<file path="src/mrw_pkg.sv">
// ----------------------------------------------------------------------------
// mrw_pkg
// Shared types for the witness round: controller commands and datapath status.
// ----------------------------------------------------------------------------
package mrw_pkg;

  typedef enum logic [2:0] {
    OP_NONE,
    OP_LOAD,     // capture operands, start a mod reduce of the base
    OP_SHIFT,    // one step of the split of n-1 into d*2^s
    OP_MUL_ACC,  // acc <= acc*base mod n
    OP_MUL_SQB,  // base <= base*base mod n
    OP_MUL_SQX,  // acc <= acc*acc mod n
    OP_EXP_STEP  // e >>= 1
  } op_t;

  typedef struct packed {
    op_t  op;
  } cmd_t;

  typedef struct packed {
    logic busy;     // multiplier or reducer running
    logic n_lt2;
    logic n_eq2;
    logic d_odd;
    logic e_zero;
    logic e_lsb;
    logic acc_one;
    logic acc_nm1;
    logic s_gt1;
  } stat_t;

endpackage

</file>
<file path="src/mrw_datapath.sv">
// ----------------------------------------------------------------------------
// mrw_datapath
// Operand registers and a shared shift-add modular multiplier, one bit of the
// multiplier operand per cycle. The base reduction mod n is a restoring
// bit-serial remainder with its own subtractor rather than the adder.
// ----------------------------------------------------------------------------
module mrw_datapath import mrw_pkg::*; #(
  parameter int NUM_WIDTH = 64
) (
  input  logic                 clk,
  input  logic                 rst,
  input  logic [NUM_WIDTH-1:0] n_in,
  input  logic [NUM_WIDTH-1:0] a_in,
  input  cmd_t                 cmd,
  output stat_t                stat
);
  localparam int CW = $clog2(NUM_WIDTH + 1);

  logic [NUM_WIDTH-1:0] n, nm1, base, acc, e, mop, mul_b, red_a;
  logic [CW-1:0]        s, cnt;
  logic                 running, reducing;
  logic [1:0]           dest;   // 0 acc, 1 base

  localparam logic [1:0] DST_ACC = 2'd0;
  localparam logic [1:0] DST_BASE = 2'd1;

  // (x + y) mod n for x, y < n
  function automatic logic [NUM_WIDTH-1:0] addm(input logic [NUM_WIDTH-1:0] x,
      input logic [NUM_WIDTH-1:0] y, input logic [NUM_WIDTH-1:0] m);
    logic [NUM_WIDTH-1:0] gap;
    gap = m - y;
    return (x >= gap) ? x - gap : x + y;
  endfunction

  logic [NUM_WIDTH-1:0] dbl, step;
  logic [NUM_WIDTH:0]   rem_sh;
  assign dbl    = addm(acc, acc, n);
  assign step   = mul_b[NUM_WIDTH-1] ? addm(dbl, mop, n) : dbl;
  // remainder step: shift in next bit of the base
  assign rem_sh = {base, red_a[NUM_WIDTH-1]};

  always_ff @(posedge clk) begin
    if (rst) begin
      running  <= 1'b0;
      reducing <= 1'b0;
    end else if (reducing) begin
      base  <= (rem_sh >= {1'b0, n}) ? NUM_WIDTH'(rem_sh - {1'b0, n})
                                       : rem_sh[NUM_WIDTH-1:0];
      red_a <= red_a << 1;
      cnt   <= cnt - 1'b1;
      if (cnt == CW'(1)) reducing <= 1'b0;
    end else if (running) begin
      // a base squaring ends with acc restored from its parked copy
      acc   <= (cnt == CW'(1) && dest == DST_BASE) ? red_a : step;
      mul_b <= mul_b << 1;
      cnt   <= cnt - 1'b1;
      if (cnt == CW'(1)) begin
        running <= 1'b0;
        if (dest == DST_BASE) base <= step;
      end
    end else begin
      case (cmd.op)
        OP_LOAD: begin
          n        <= n_in;
          nm1      <= n_in - 1'b1;
          e        <= n_in - 1'b1;
          s        <= '0;
          base     <= '0;
          red_a    <= a_in;
          cnt      <= CW'(NUM_WIDTH);
          reducing <= 1'b1;
          acc      <= NUM_WIDTH'(1);
        end
        OP_SHIFT: begin
          e <= e >> 1;
          s <= s + 1'b1;
        end
        OP_MUL_ACC: begin
          mop <= base; mul_b <= acc; acc <= '0; dest <= DST_ACC;
          cnt <= CW'(NUM_WIDTH); running <= 1'b1;
        end
        OP_MUL_SQB: begin
          // park acc in red_a
          red_a <= acc;
          mop <= base; mul_b <= base; acc <= '0; dest <= DST_BASE;
          cnt <= CW'(NUM_WIDTH); running <= 1'b1;
        end
        OP_MUL_SQX: begin
          mop <= acc; mul_b <= acc; acc <= '0; dest <= DST_ACC;
          cnt <= CW'(NUM_WIDTH); running <= 1'b1;
          s <= s - 1'b1;
        end
        OP_EXP_STEP: e <= e >> 1;
        default: ;
      endcase
    end
  end

  assign stat.busy    = running | reducing;
  assign stat.n_lt2   = (n < NUM_WIDTH'(2));
  assign stat.n_eq2   = (n == NUM_WIDTH'(2));
  assign stat.d_odd   = e[0];
  assign stat.e_zero  = (e == '0);
  assign stat.e_lsb   = e[0];
  assign stat.acc_one = (acc == NUM_WIDTH'(1));
  assign stat.acc_nm1 = (acc == nm1);
  assign stat.s_gt1   = (s > CW'(1));

  // Squaring of base finishes with acc restored from the parked copy.
  // (mop holds base during that multiply, so the copy lives in red_a.)

endmodule

</file>
<file path="src/mrw_ctrl.sv">
// ----------------------------------------------------------------------------
// mrw_ctrl
// Sequencer of the round: check n below 3, split n-1, square-and-multiply, then the squarings.
// ----------------------------------------------------------------------------
module mrw_ctrl import mrw_pkg::*; (
  input  logic  clk,
  input  logic  rst,
  input  logic  start,
  input  stat_t stat,
  output cmd_t  cmd,
  output logic  busy,
  output logic  done,
  output logic  pass
);
  typedef enum logic [3:0] {
    S_IDLE, S_LOAD, S_CHECK, S_SPLIT, S_EXP, S_EXP_MUL, S_EXP_SQ, S_EXP_SH,
    S_TEST, S_SQX, S_SQX_CHK, S_DONE
  } state_t;

  state_t state;

  always_comb begin
    cmd.op = OP_NONE;
    if (!stat.busy) begin
      case (state)
        S_SPLIT:   if (!stat.d_odd) cmd.op = OP_SHIFT;
        S_EXP_MUL: if (stat.e_lsb) cmd.op = OP_MUL_ACC;
        S_EXP_SQ:  cmd.op = OP_MUL_SQB;
        S_EXP_SH:  cmd.op = OP_EXP_STEP;
        S_SQX:     cmd.op = OP_MUL_SQX;
        default:   cmd.op = OP_NONE;
      endcase
    end
    if (state == S_IDLE && start) cmd.op = OP_LOAD;
  end

  always_ff @(posedge clk) begin
    if (rst) begin
      state <= S_IDLE;
      busy  <= 1'b0;
      done  <= 1'b0;
      pass  <= 1'b0;
    end else begin
      done <= !stat.busy && (state == S_DONE);
      if (!stat.busy) begin
        case (state)
          S_IDLE: if (start) begin
            state <= S_LOAD;
            busy  <= 1'b1;
          end
          S_LOAD: state <= S_CHECK;
          S_CHECK: begin
            if (stat.n_lt2 || stat.n_eq2) begin
              pass  <= stat.n_eq2;
              state <= S_DONE;
            end else begin
              state <= S_SPLIT;
            end
          end
          S_SPLIT:   if (stat.d_odd) state <= S_EXP;
          S_EXP:     state <= stat.e_zero ? S_TEST : S_EXP_MUL;
          S_EXP_MUL: state <= S_EXP_SQ;
          S_EXP_SQ:  state <= S_EXP_SH;
          S_EXP_SH:  state <= S_EXP;
          S_TEST: begin
            if (stat.acc_one || stat.acc_nm1) begin
              pass <= 1'b1; state <= S_DONE;
            end else if (!stat.s_gt1) begin
              pass <= 1'b0; state <= S_DONE;
            end else begin
              state <= S_SQX;
            end
          end
          S_SQX: state <= S_SQX_CHK;
          S_SQX_CHK: begin
            if (stat.acc_nm1) begin
              pass <= 1'b1; state <= S_DONE;
            end else if (stat.acc_one || !stat.s_gt1) begin
              pass <= 1'b0; state <= S_DONE;
            end else begin
              state <= S_SQX;
            end
          end
          S_DONE: begin
            busy  <= 1'b0;
            state <= S_IDLE;
          end
          default: state <= S_IDLE;
        endcase
      end
    end
  end

  a_done_idle: assert property (@(posedge clk) disable iff (rst)
    done |-> state == S_IDLE) else $error("done outside idle");
  a_busy_done: assert property (@(posedge clk) disable iff (rst)
    done |-> !busy) else $error("busy with done");
  a_no_cmd_busy: assert property (@(posedge clk) disable iff (rst)
    stat.busy && state != S_IDLE |-> cmd.op == OP_NONE)
    else $error("command while unit busy");

endmodule

</file>
<file path="src/miller_rabin_witness_round.sv">
// ----------------------------------------------------------------------------
// miller_rabin_witness_round
// One Miller-Rabin round on a candidate for a given witness base.
// ----------------------------------------------------------------------------
//  channel  signals                          handshake
//  input    candidate, witness_base          start & !busy
//  result   probable_prime                   done, one cycle
//
// An item first reduces the base mod n bit-serially, then runs at most
// 2*NUM_WIDTH modular products (bit-serial shift-add multiplier, one
// operand bit per cycle), their number set by the length of d and by s.
// Candidates below 3 still wait for the reduction before their result.
// Reset clears the controller and the datapath run flags.
// Results cannot be stalled; busy falls in the cycle done is high.
// ----------------------------------------------------------------------------
module miller_rabin_witness_round import mrw_pkg::*; #(
  parameter int NUM_WIDTH = 64
) (
  input  logic        clk,
  input  logic        rst,
  input  logic        start,
  output logic        busy,
  input  logic [63:0] candidate,
  input  logic [63:0] witness_base,
  output logic        done,
  output logic        probable_prime
);
  cmd_t  cmd;
  stat_t stat;

  mrw_datapath #(.NUM_WIDTH(NUM_WIDTH)) u_dp (
    .clk  (clk),
    .rst  (rst),
    .n_in (candidate[NUM_WIDTH-1:0]),
    .a_in (witness_base[NUM_WIDTH-1:0]),
    .cmd  (cmd),
    .stat (stat)
  );

  mrw_ctrl u_ctrl (
    .clk   (clk),
    .rst   (rst),
    .start (start),
    .stat  (stat),
    .cmd   (cmd),
    .busy  (busy),
    .done  (done),
    .pass  (probable_prime)
  );

endmodule
</file>
<file path="config.mk">
export PLATFORM = sky130hd
export DESIGN_NAME = miller_rabin_witness_round
export DESIGN_NICKNAME = d
export VERILOG_FILES = /design/src/mrw_pkg.sv /design/src/mrw_datapath.sv /design/src/mrw_ctrl.sv /design/src/miller_rabin_witness_round.sv
export SDC_FILE = /design/constraint.sdc
export NUM_CORES = 2
export LEC_CHECK = 0
export BUFFER_PORTS_ARGS = -buffer_cell sky130_fd_sc_hd__buf_2
export CAP_MARGIN = 20
export CORE_AREA = 3 3 352 354
export DETAILED_ROUTE_END_ITERATION = 8
export DIE_AREA = 0 0 355 357
export SLEW_MARGIN = 20
export SYNTH_ARGS = -nofsm -noshare
export SYNTH_HDL_FRONTEND = slang
export SYNTH_SLANG_ARGS = --single-unit
</file>
<file path="constraint.sdc">
create_clock -name clk -period 17.31 [get_ports clk]
set_input_delay 1.731 -clock clk [delete_from_list [all_inputs] [get_ports clk]]
set_output_delay 1.731 -clock clk [all_outputs]
set_load 0.01 [all_outputs]
</file>
* Yosys cells after proc, flatten, opt, wreduce, memory -nomap -nowiden
Index checks and enable logic that the tools add are counted.
Word-level totals: register bits 537, input bits 131, output and inout bits 3
Operators by class: add/subtract/negate cells 11, magnitude comparators 5, equality and inequality tests 30, multiplexer cells 52, bitwise gates (word level) 5, reductions and logical operators 39
Operators with widths (count):
- 2-to-1 mux 64 bit | 14
- one-hot mux 64 bit (2 select lines) | 5
- subtractor 64 bit | 5
- adder 64 bit | 2
- greater-or-equal comparator 64 bit | 2
- greater-or-equal comparator 65 x 64 -> 1 bit | 1
- equality test 64 x 1 -> 1 bit (second input constant) | 1
- equality test 64 x 2 -> 1 bit (second input constant) | 1
- equality test 64 bit | 1
- zero test 64 bit | 1
- < comparator 64 x 2 -> 1 bit (second input constant) | 1
- subtractor 64 x 1 -> 64 bit (second input constant) | 1
- one-hot mux 4 bit (11 select lines) | 1
- 2-to-1 mux 4 bit | 6
- AND reduction 4 bit | 6
- 2-to-1 mux 7 bit | 3
- one-hot mux 7 bit (3 select lines) | 1
- nonzero test 3 bit | 7
- equality test 4 x 3 -> 1 bit (second input constant) | 4
- equality test 4 bit (second input constant) | 4
- one-hot mux 3 bit (5 select lines) | 1
- AND reduction 3 bit | 5
- subtractor 7 x 1 -> 7 bit (second input constant) | 2
- 2-to-1 mux 1 bit | 12
- 30 further kinds | 55

* Longest topological paths before layout
depth after elaboration 10, mapped depth 56, depth with buffers taken out 51

* Hierarchy
From an unflattened synthesis, not the netlist that was laid out.
Unflattened totals: cells, all modules 5704, area total of the unflattened synthesis 49014.5 µm²
By module, submodules not included:
- mrw_datapath | times used 1, cells each 5632, area each 48475.2 µm², sequential area each 15865.2 µm²
- mrw_ctrl | times used 1, cells each 72, area each 539.3 µm², sequential area each 140.1 µm²

* Worst setup path before layout
No wires, ideal clock.
kind reg2reg, start point register u_dp.acc[1], end point register u_dp.acc[63], data pin, data arrival time 10.037 ns, data required time 17.040 ns, path slack 7.002 ns, stages on the path, launching flop included 49, path buffers 4, period minus slack after synthesis 10.308 ns, cells stage by stage edfxtp_1 > inv_1 > ha_1 > nor2b_1 > o21ai_0 > a21oi_1 > o21ai_0 > a21oi_1 > o21ai_0 > o21ai_0 > a21boi_0 > o31a_1 > o31ai_1 > a21oi_1 > or3_1 > a311oi_1 > o41a_1 > or2_2 > [13 not listed] > o21ai_0 > ha_1 > a21o_1 > a21o_1 > a21oi_1 > nand2_1 > a21o_1 > a21oi_1 > o311ai_2 > a2111o_1 > nand4_2 > a31oi_4 > a21oi_2 > nor2_1 > and4_1 > or4b_1 > o2111ai_1 > a21oi_1
Between the ends: cells in the longest elaborated chain, start to end 8
RTL lines:
- start, declared | line mrw_datapath.sv:19 | logic [NUM_WIDTH-1:0] n, nm1, base, acc, e, mop, mul_b, red_a;
- start signal, assigned | line mrw_datapath.sv:54 | acc <= (cnt == CW'(1) && dest == DST_BASE) ? red_a : step;
- subtractor 64 bit | line mrw_datapath.sv:31 | gap = m - y;
- subtractor 64 bit or greater-or-equal comparator 64 bit (tied branches) | line mrw_datapath.sv:32 | return (x >= gap) ? x - gap : x + y;
- 2-to-1 mux 64 bit * | line mrw_datapath.sv:32
- adder 64 bit, or another cell as far along | line mrw_datapath.sv:32
- 2-to-1 mux 64 bit | line mrw_datapath.sv:32
- 2-to-1 mux 64 bit * | line mrw_datapath.sv:38 | assign step = mul_b[NUM_WIDTH-1] ? addm(dbl, mop, n) : dbl;
- 2-to-1 mux 64 bit * | line mrw_datapath.sv:54
- 2-to-1 mux 64 bit * | line mrw_datapath.sv:52 | end else if (running) begin
Mark *: on every way between the ends. The rest lies on a longest branch, timed or not. A chain may end at the register's enable or synchronous reset.

* Worst setup path after layout
start point register u_dp.acc[1], end point register u_dp.acc[7], data pin
Same word-level chain as after synthesis.

==> run metrics <==
outcome=completed; die height=357 um; clock latency on the worst-skew pair=a little under 700 ps; # nets final=roughly 6.4k; ANT nets after route=0; vias in the first global route=approximately 44k; ratio of cells with drive above 1 in the final layout=0.06747; PwrDens=between 150 and 200 nW/um^2; fraction of synthesis flops using an asynchronous set or reset pin=0; effective utilization at floorplan=0.3990; Remaining Overflow, GRT=0; final hold vios=0; htree depth=3; Min Clock Period, post-route=~14000 ps; Cell Area, Synth=just under 50000 sq um; 1st-iter DRT viols=just under 6k; Resize count post-CTS=0; clk sinks=around 540; Avg Cell Area, Syn=8.266 sq um; CORE AREA=around 120000 sq um; startpoint types=register; fin area=52970 sq um; half-perimeter wire length after placement=between 150000 and 200000 um; EDFF count, synth=roughly 530; final-report max-slew violation count=0; Crit Path Category=reg -> reg; Yosys cell types=between 100 and 150; DRC viols=0; final period utilization=0.8325; register area share after synthesis=0.3305; Crit path required time=17730 ps; r2r setup slk=approximately 2900 ps; WL met1=around 90000 um; cells after synthesis=5859; vias post-DR=around 47k; drt wl/cell=roughly 28 um; first-pass GRT wire length=303300 um; FF-to-FF End=u_dp.acc[7]$_SDFFCE_PN0P_; Hold Path Origin=u_dp.mul_b[57]$_DFFE_PP_; max-cap violations=0; DR vias/cell=6.228; worst slew pin tran=between 1000 and 1500 ps; largest net degree at the start of global routing=between 80 and 90; total negative setup slack=0 ps; Root Buffer=clkbuf_16; CP arrival=between 10000 and 15000 ps; Core Rows=128; TritonCTS clock tree=done; leak pwr=about 22 nW; Layout Skew=~52 ps; R2R cell count=between 50 and 60; reg-to-reg startpoint=u_dp.acc[1]$_SDFFCE_PN0P_; slowest CP cell=nand2_2; number of I/O port buffers=133; Post-Route WL=between 200000 and 250000 um; hold path endpoint=u_dp.mul_b[58]$_DFFE_PP_; Clock transition at path regs=around 60 ps; cell count after placement=approximately 7.4k; Synth warnings=0; multi-input logic area=~30000 sq um; final cell count without fillers=~7.6k; highest routing layer actually used=met5; initial antenna violation count=14; Synthesized Nets=about 6.4k; met2 wire len=89850 um; # fillers=roughly 12k; Post-CTS Hold Buffers=0; Setup-failing EPs final=0; Die Wd=355 um; commonest cells after routing, fill and taps aside=629 x a21oi_1, 629 x nor2_1, 571 x nand2_1; hold crit path type=reg -> reg; CP Capture Type=register; Post-CTS Setup Inserts=0; RSZ-0062 raised after global routing=no; DRT Pass-1 Iters=5; most common flop cell mapped by yosys=edfxtp_1; Placer Congestion=slightly above 1; maximum VDD drop=a little over 0.09 mV; GR Util All Layers=0.3234; Worst path max stage delay=610 ps; relative slew slack=0.1791; Yosys reg bits=536; total power=8.958 mW; CTS max path bufs=3; DR WL met3=21260 um; CP max FO=47; Total Die Area=between 100000 and 150000 sq um; # IOs=134; maximum clock frequency=69.39 MHz; hold path depth=2; Reg area=roughly 16000 sq um; Area growth, synth to finish=9.375%; CTS buffer count=68; Post-DP Area=50800 sq um
==> kinds of logic after synthesis <==
| family | after synthesis | share of synthesized area |
|---|---|---|
| fa+ha+maj | 393 | 0.1017 |
| buf+inv | 584 | 0.04617 |
| mux | 48 | 0.01005 |
| compound gates | 1916 | 0.2437 |
| flops | 536 | 0.3305 |
| simple gates | 1902 | 0.1810 |
| xor+xnor | 480 | 0.08696 |
==> registers in the layout (all words and copies together) (netlist names), 4 cells and up <==
name / count
u_ctrl.state: 4
u_dp.acc: 64
u_dp.base: 64
u_dp.cnt: 7
u_dp.e: 64
u_dp.mop: 64
u_dp.mul_b: 64
u_dp.n: 64
u_dp.nm1: 64
u_dp.red_a: 64
u_dp.s: 7
==> cells in the mapped netlist, drive strengths merged, types with 68 or more instances <==
cell type | count | area share
inv | 331 | 0.026
nand3 | 118 | 0.012
nand2b | 74 | 0.0096
o21ai | 518 | 0.054
nor4 | 94 | 0.012
o21bai | 68 | 0.011
xnor2 | 241 | 0.044
nand4 | 85 | 0.011
ha | 373 | 0.096
a21oi | 635 | 0.066
a21o | 226 | 0.035
nor2 | 635 | 0.049
edfxtp | 527 | 0.33
nand2 | 577 | 0.045
clkbuf | 225 | 0.017
xor2 | 239 | 0.043
nor3 | 94 | 0.0099
==> area by class of cell <==
cell class / instances / area share
multi-input combinational: 4739 / 0.5732
clock buffer: 78 / 0.03283
sequential: 536 / 0.3023
antenna: 4 / 0.0001890
tap: 1625 / 0.03838
inverter: 333 / 0.02360
clock inverter: 44 / 0.007322
timing repair buffer: 199 / 0.02216
==> power breakdown <==
group | leakage [nW] | switching, mW | internal [mW]
registers | 4.96 | 0.207 | 1.63
clock network | 1.04 | 0.641 | 0.777
logic | 15.6 | 3.75 | 1.95
==> worst max path at each step <==
stage                                         start                         end  slack (ps)  cells past startpoint
after detailed placement  u_dp.acc[1]$_SDFFCE_PN0P_   u_dp.acc[7]$_SDFFCE_PN0P_        3020                     52
after floorplan           u_dp.acc[1]$_SDFFCE_PN0P_  u_dp.acc[63]$_SDFFCE_PN0P_        7000                     48
after global placement    u_dp.acc[1]$_SDFFCE_PN0P_   u_dp.acc[7]$_SDFFCE_PN0P_        3240                     52
after CTS                 u_dp.acc[1]$_SDFFCE_PN0P_   u_dp.acc[7]$_SDFFCE_PN0P_        2940                     52
final                     u_dp.acc[1]$_SDFFCE_PN0P_   u_dp.acc[7]$_SDFFCE_PN0P_        2900                     52
after global routing      u_dp.acc[1]$_SDFFCE_PN0P_   u_dp.acc[7]$_SDFFCE_PN0P_        2420                     52
==> critical path, delay by kind of cell, from the launching register on <==
kind,cells,cell delay [ps]
fa+ha+maj,3,1120
flops,1,560
buf+inv,6,1920
xor+xnor,2,580
simple gates,15,3580
compound gates,26,6190
==> through the flow <==
step | hold slack [ps] | utilization | setup WS (ps)
after global placement | 509.4 | 0.4184 | 3237
after global routing | 552.4 | 0.4363 | 2422
after floorplan | 500.0 | - | 7002
final | 520.6 | 0.4364 | 2899
after detailed placement | 508.2 | 0.4185 | 3017
after CTS | 523.8 | 0.4360 | 2938
==> routing by layer <==
| layer | global-route usage | vias up |
|---|---|---|
| met5 | 0 | - |
| met4 | 0.1287 | 4 |
| met3 | 0.05894 | 414 |
| met2 | 0.4889 | 2468 |
| met1 | 0.4557 | 22763 |
| li1 | - | 21425 |
No activity file was read; power rests on OpenSTA's default activity.
